[src/design/mel_pkg.sv]
// ----------------------------------------------------------------------------
// mel_pkg: shared types and constants of the mouse event ring log
// Store geometry, record layout, opcodes, result kinds and the
// command/status bundles between controller and datapath.
// ----------------------------------------------------------------------------
package mel_pkg;

  localparam int EVENT_DEPTH = 64;                      // power of two, 2..64
  localparam int IDX_W       = $clog2(EVENT_DEPTH);
  localparam int CNT_W       = $clog2(EVENT_DEPTH + 1);
  localparam int TOTAL_W     = 7;
  localparam int REC_W       = 160;
  localparam int IN_TDATA_W  = 160;
  localparam int OUT_TDATA_W = 168;

  // first member lands in the highest bits, so move_x sits at bit 0
  typedef struct packed {
    logic [63:0]        time_stamp;
    logic [31:0]        raw_buttons;
    logic [15:0]        button_data;
    logic [15:0]        button_flags;
    logic signed [15:0] move_y;
    logic signed [15:0] move_x;
  } rec_t;

  typedef enum logic [1:0] {
    OP_EVENT = 2'd0,
    OP_DUMP  = 2'd1,
    OP_CLEAR = 2'd2
  } op_e;

  typedef enum logic [1:0] {
    KIND_FORWARD = 2'd0,
    KIND_CONSUME = 2'd1,
    KIND_DUMP    = 2'd2,
    KIND_CLEAR   = 2'd3
  } kind_e;

  typedef enum logic [2:0] {
    S_IDLE,
    S_EVT,
    S_CLR,
    S_EMPTY,
    S_DRD,
    S_DOUT
  } state_e;

  typedef struct packed {
    logic capture_in;    // latch the input payload
    logic ev_commit;     // store event, emit its result
    logic clr_commit;    // reset indices, emit ack
    logic empty_commit;  // emit record-less dump result
    logic dump_start;    // set up read index and counts
    logic dump_read;     // issue store read
    logic dump_emit;     // emit the record just read
  } ctrl_cmd_t;

  typedef struct packed {
    logic out_free;      // output register can take a result this cycle
    logic held_zero;     // store holds nothing
    logic dump_last;     // current dump record is the final one
  } dp_stat_t;

endpackage

[src/design/mel_ctrl.sv]
// ----------------------------------------------------------------------------
// mel_ctrl: sequencing controller
// Accepts one item at a time, decodes its opcode and steps the datapath
// through store, clear or the record-by-record dump walk.
// ----------------------------------------------------------------------------
module mel_ctrl
  import mel_pkg::*;
(
  input  logic       clk_i,
  input  logic       rst_ni,
  input  logic       in_tvalid_i,
  input  logic [1:0] in_tuser_i,
  output logic       in_tready_o,
  input  dp_stat_t   stat_i,
  output ctrl_cmd_t  cmd_o
);

  state_e state_q, state_d;

  always_ff @(posedge clk_i or negedge rst_ni) begin
    if (!rst_ni) begin
      state_q <= S_IDLE;
    end else begin
      state_q <= state_d;
    end
  end

  always_comb begin
    state_d     = state_q;
    cmd_o       = '0;
    in_tready_o = 1'b0;
    unique case (state_q)
      S_IDLE: begin
        in_tready_o = 1'b1;
        if (in_tvalid_i) begin
          cmd_o.capture_in = 1'b1;
          unique case (op_e'(in_tuser_i))
            OP_EVENT: state_d = S_EVT;
            OP_CLEAR: state_d = S_CLR;
            OP_DUMP: begin
              if (stat_i.held_zero) begin
                state_d = S_EMPTY;
              end else begin
                cmd_o.dump_start = 1'b1;
                state_d          = S_DRD;
              end
            end
            default: state_d = S_IDLE;   // unused opcode: dropped
          endcase
        end
      end
      S_EVT: begin
        if (stat_i.out_free) begin
          cmd_o.ev_commit = 1'b1;
          state_d         = S_IDLE;
        end
      end
      S_CLR: begin
        if (stat_i.out_free) begin
          cmd_o.clr_commit = 1'b1;
          state_d          = S_IDLE;
        end
      end
      S_EMPTY: begin
        if (stat_i.out_free) begin
          cmd_o.empty_commit = 1'b1;
          state_d            = S_IDLE;
        end
      end
      S_DRD: begin
        cmd_o.dump_read = 1'b1;
        state_d         = S_DOUT;
      end
      S_DOUT: begin
        if (stat_i.out_free) begin
          cmd_o.dump_emit = 1'b1;
          state_d         = stat_i.dump_last ? S_IDLE : S_DRD;
        end
      end
      default: state_d = S_IDLE;
    endcase
  end

endmodule

[config.mk]
export PLATFORM = sky130hd
export DESIGN_NAME = mel_ctrl
export DESIGN_NICKNAME = d
export VERILOG_FILES = /design/src/design/mel_pkg.sv /design/src/design/mel_ctrl.sv
export SDC_FILE = /design/constraint.sdc
export NUM_CORES = 1
export LEC_CHECK = 0
export BUFFER_PORTS_ARGS = -buffer_cell sky130_fd_sc_hd__buf_4
export CORE_AREA = 2 2 39 41
export DETAILED_ROUTE_END_ITERATION = 8
export DIE_AREA = 0 0 41 43
export MAX_ROUTING_LAYER = met4
export SYNTH_ARGS = -nofsm -noshare
export SYNTH_HDL_FRONTEND = slang
export SYNTH_SLANG_ARGS = --single-unit
[constraint.sdc]
create_clock -name clk_i -period 1.4 [get_ports clk_i]
set_clock_uncertainty 0.1 [all_clocks]
set_input_delay 0.14 -clock clk_i [delete_from_list [all_inputs] [get_ports clk_i]]
set_output_delay 0.14 -clock clk_i [all_outputs]
set_load 0.02 [all_outputs]
==> out/metrics.cfg, run 1 <==
[status]
status = finished, violations left
violations = negative setup slack

[sta]
rsz0062_at_grt = true
setup_slack_ps = -75.1
fmax_ghz = 0.678
setup_viol = 3
slew_headroom = 0.837
hold_violations = 0
setup_tns_ps = -135
tightest_slew_ps = 241
min_period_over_period = 1.05
fin_crit_ps = 1480
slew_violations = 0
holdWs_ps = 36.3

[power]
powerDensity_nw_per_um2 = 1750
clock_power_share = 0.173
power.total_mw = 0.886
p_int_mw = 0.523
p_leak_nw = 0.234
p_sw_mw = 0.363
swShare = 0.410
ir_drop_mv = 0.660
p_seq_frac = 0.189
pwr-share-comb = 0.638

[setup_path]
start_kind = flip-flop
crit_fanout = 3
critPathRequiredTime_ps = 1160
r2r_start = state_q[0]$_DFFE_PN0P_
cp-end-kind = output pin
timing.rr.end = state_q[2]$_DFFE_PN0P_
crit_type = reg2out
r2r_setup_slack_ps = 200
rr_worst_depth = 2
crit_arrival_ps = 1240

[synth]
async_reset_ff_frac = 1.00
yosysWarnings = 0
yosysTopAreaCellShare = 0.357
synth-edff-count = 0
syn_inst = 27
ys_seq_area_frac = 0.357
yosys-top-cells-count = nand2_1, dfrtp_1, nand2b_1, nor2_1, nor3_1
syn-cell-area_um2 = 210
avgSynthCellArea_um2 = 7.79
yosysUniqueCellTypes = 15
syn_nets = 35
synth_most_common_cell = nand2_1
ys_ff_latch = 3
synthFlopType = dfrtp_1
synthTopCellsByArea = dfrtp_1, nand2b_1, nor3_1
yosysTopAreaCell = dfrtp_1

[placement]
pre_cts_slack_ps = 99.5
io_buffers = 15
dp_hpwl_um = 531
place_area_um2 = 399
place_congestion = 0.734
dp_cells = 62

[grt]
grt_busiest_layer = met2
grt_pass1_wl_mm = 1.12
gr-usage-met1 = 0.113
grt_overflow = 0
grt_use_total = 0.102
antenna_found_initial = 0
grt_max_degree = 6
grt_pass1_vias = 280
grt_use_met3 = 0.0314
use_met2 = 0.134

[hold_path]
whs_path_depth = 2
min_from = stat_i[2]
worstHoldEndpoint = state_q[1]$_DFFE_PN0P_
hold_class = in2reg

[clock_tree]
cts_tree = built
cts_max_path_buffers = 2
clock_latency_ps = 230
path_clk_slew_ps = 40
htree_num_levels = 1
clock_sinks = 3
cts_buffers = 3
cts_root_buf = clkbuf_4

[route]
avgViaCountPerCell = 4.25
drt_wl_total_um = 680
drt_pass1_iterations = 2
ant_nets = 0
drc = 0
wl_per_cell_um = 9.86
vias = 293
drt_iter0_drc = 4

[floorplan]
coreArea_um2 = 1380
num_rows = 14
ios = 16
die_x_um = 41
die_y_um = 43
dieArea_um2 = 1760
initial_core_util = 0.152

[layout]
antenna_cells = 0
final_cells = 69
top_regs = state_q: 3 flops
largest-register = state_q
syn_to_final_growth_pct = 141
layout-drive-gt1-share = 0.698
nets = 62
largest_reg_flops = 3
final_area_um2 = 507
final_core_util = 0.366

[run]
drv_cap = 0

==> how the worst max path moves through the flow <==
stage | from | to | slack, ps | depth (start not counted)
after global placement | state_q[0]$_DFFE_PN0P_ | cmd_o[2] | 120 | 4
final | state_q[0]$_DFFE_PN0P_ | cmd_o[2] | -80 | 4
after floorplan | state_q[0]$_DFFE_PN0P_ | cmd_o[2] | -9 | 3
after detailed placement | state_q[0]$_DFFE_PN0P_ | cmd_o[2] | 100 | 4
after global routing | state_q[0]$_DFFE_PN0P_ | cmd_o[2] | -150 | 4
after CTS | state_q[2]$_DFFE_PN0P_ | cmd_o[2] | -90 | 4
==> final cells by class <==
class                           count  area (um2)
Fill cell                         149         877
Timing Repair Buffer               22         190
Multi-Input combinational cell     22         185
Sequential cell                     3        77.6
Clock buffer                        4        26.3
Tap cell                           16        20.0
Inverter                            2        7.51
==> power groups by stage <==
stage | sequential [mW] | clock, mW | combinational (mW)
CTS | 0.166 | 0.163 | 0.466
global placement | 0.163 | 0 | 0.428
finish | 0.168 | 0.154 | 0.565
global route | 0.175 | 0.173 | 0.607
floorplan | 0.178 | 0 | 0.223
detailed placement | 0.166 | 0 | 0.427
==> layout by cell type, fill, tap and decap left out, drive strengths merged, types with 2 or more instances in the layout <==
master and count:
nand2b 3, nor2 3, inv 2, nor3 3
buf 21, clkbuf 4, dfrtp 3, nand2 4
==> worst max-delay path, cell delays in order, from the launching register on <==
cell	delay, ps
dfrtp_2	420
nor3_4	210
nand2_2	110
nor3_4	120
buf_6	140
==> kinds of logic (layout without fill, tap and decap cells) <==
| group | after synthesis | count (layout) | synth area share |
|---|---|---|---|
| flops | 3 | 3 | 0.357 |
| compound gates | 4 | 4 | 0.113 |
| buf+inv | 2 | 28 | 0.0357 |
| mux | 1 | 1 | 0.0536 |
| simple gates | 17 | 17 | 0.440 |
==> routing by layer <==
metal	up-vias	share of wire	wire length, um
met2	12	0.54	369
met3	0	0.066	45
met1	134	0.39	265
met4	0	0	0
met5	-	0	0
li1	147	-	-
==> timing repair <==
item	4_1_cts	5_1_grt
endpoints found under the setup margin	6	7
endpoints found under the hold margin	3	0
hold buffers	1	0
buffers inserted	1	1
resized for setup	5	10
pin swaps	3	2
Power figures use the tool's default switching activity.
==> run 2, diff against run 1 <==
--- a/config.mk
+++ b/config.mk
@@ -10,6 +10,7 @@
 export DETAILED_ROUTE_END_ITERATION = 8
 export DIE_AREA = 0 0 41 43
 export MAX_ROUTING_LAYER = met4
+export RECOVER_POWER = 25
 export SYNTH_ARGS = -nofsm -noshare
 export SYNTH_HDL_FRONTEND = slang
 export SYNTH_SLANG_ARGS = --single-unit
==> run 2 against run 1 <==
The run still ends with negative setup slack left. Hold slack stayed put. Power shrank 0.15%. Setup slack did not move. Clock power hardly changed. Cell count is the same. Highest routed layer unchanged.
==> out/metrics.cfg, run 2 (synthesized netlist as in run 1, its figures left out) <==
[status]
status = finished, violations left
violations = negative setup slack

[floorplan]
ios = 16
die_x_um = 41
initial_core_util = 0.152
coreArea_um2 = 1380
dieArea_um2 = 1760
die_y_um = 43
num_rows = 14

[route]
wl_met1_um = 263
top_layer_used = met3
vias = 293
wl_per_cell_um = 9.81
drt_pass1_iterations = 2
ant_nets = 0
routed-wl-met2_um = 369
wl_met3_um = 45
drc = 0
drt_wl_total_um = 677
drt_iter0_drc = 4
avgViaCountPerCell = 4.25

[clock_tree]
cts_root_buf = clkbuf_4
cts_max_path_buffers = 2
clock_sinks = 3
clock_latency_ps = 230
path_clk_slew_ps = 40
cts_tree = built
htree_num_levels = 1
cts_buffers = 3

[power]
powerDensity_nw_per_um2 = 1760
ir_drop_mv = 0.660
p_leak_nw = 0.230

[sta]
slew_violations = 0
rsz0062_at_grt = true
hold_violations = 0
fmax_ghz = 0.678
fin_crit_ps = 1480
setup_viol = 3
holdWs_ps = 36.3
setup_slack_ps = -75.1
tightest_slew_ps = 241
slew_headroom = 0.837
min_period_over_period = 1.05
setup_tns_ps = -135

[placement]
io_buffers = 15
place_area_um2 = 399
dp_cells = 62
dp_hpwl_um = 531
place_congestion = 0.734

[setup_path]
critPathRequiredTime_ps = 1160
crit_type = reg2out
start_kind = flip-flop
cp-end-kind = output pin
crit_fanout = 3
crit_arrival_ps = 1240

[run]
drv_cap = 0

[layout]
layout-drive-gt1-share = 0.679
final_cells = 69
top_regs = state_q: 3 flops
largest_reg_flops = 3
syn_to_final_growth_pct = 139
final-seq-area_um2 = 77.6
multi_input_area_um2 = 185
mostFrequentLayoutCells = buf_4, buf_6, clkbuf_4
nets = 62
antenna_cells = 0
largest-register = state_q
fillers = 149
final_area_um2 = 503
final_common_cell = buf_4
final_core_util = 0.363

[hold_path]
hold_class = in2reg

[grt]
grt_pass1_vias = 280
grt_pass1_wl_mm = 1.12
grt_max_degree = 6
grt_use_total = 0.102
antenna_found_initial = 0
grt_overflow = 0

-- run 2: through the flow --
step                power (mW)  setup slack (ps)
floorplan                0.401             -8.82
global placement         0.591               122
detailed placement       0.593              99.5
CTS                      0.795             -89.7
global route             0.953              -149
finish                   0.885             -75.1
-- run 2: worst paths after layout --
| kind | from | slack (ps) | cells past startpoint | to |
|---|---|---|---|---|
| hold reg to reg | state_q[1]$_DFFE_PN0P_ | 490 | 2 | state_q[2]$_DFFE_PN0P_ |
| min in group asynchronous | rst_ni | 160 | 2 | state_q[0]$_DFFE_PN0P_ |
| hold / removal | stat_i[2] | 40 | 2 | state_q[1]$_DFFE_PN0P_ |
| max in group asynchronous | rst_ni | 870 | 2 | state_q[1]$_DFFE_PN0P_ |
| setup / recovery | state_q[0]$_DFFE_PN0P_ | -80 | 4 | cmd_o[2] |
| setup reg to reg | state_q[0]$_DFFE_PN0P_ | 200 | 2 | state_q[2]$_DFFE_PN0P_ |
-- run 2: critical path, stage by stage (launching register included) --
cell,delay [ps]
dfrtp_2,420
nor3_4,210
nand2_2,110
nor3_4,120
buf_6,140
-- run 2: final cells by class --
type                            instances  area share
Timing Repair Buffer                   22       0.371
Multi-Input combinational cell         22       0.368
Clock buffer                            4      0.0522
Sequential cell                         3       0.154
Inverter                                2      0.0149
Tap cell                               16      0.0398
-- run 2: power by group --
part           switching (mW)  total [mW]  internal [mW]
combinational           0.273       0.564          0.290
sequential             0.0430       0.168          0.125
clock                  0.0466       0.154          0.107
-- run 2: timing repair --
| action | 4_1_cts | 5_1_grt |
|---|---|---|
| buffers inserted | 1 | 1 |
| pin swaps | 3 | 2 |
| endpoints found under the hold margin | 3 | 0 |
| resized for setup | 5 | 10 |
| hold buffers | 1 | 0 |
| endpoints found under the setup margin | 6 | 7 |
-- run 2: routing by layer --
metal	vias up	track usage
met5	-	-
met4	0	0.100
met1	134	0.113
li1	147	-
met2	12	0.134
met3	0	0.0314
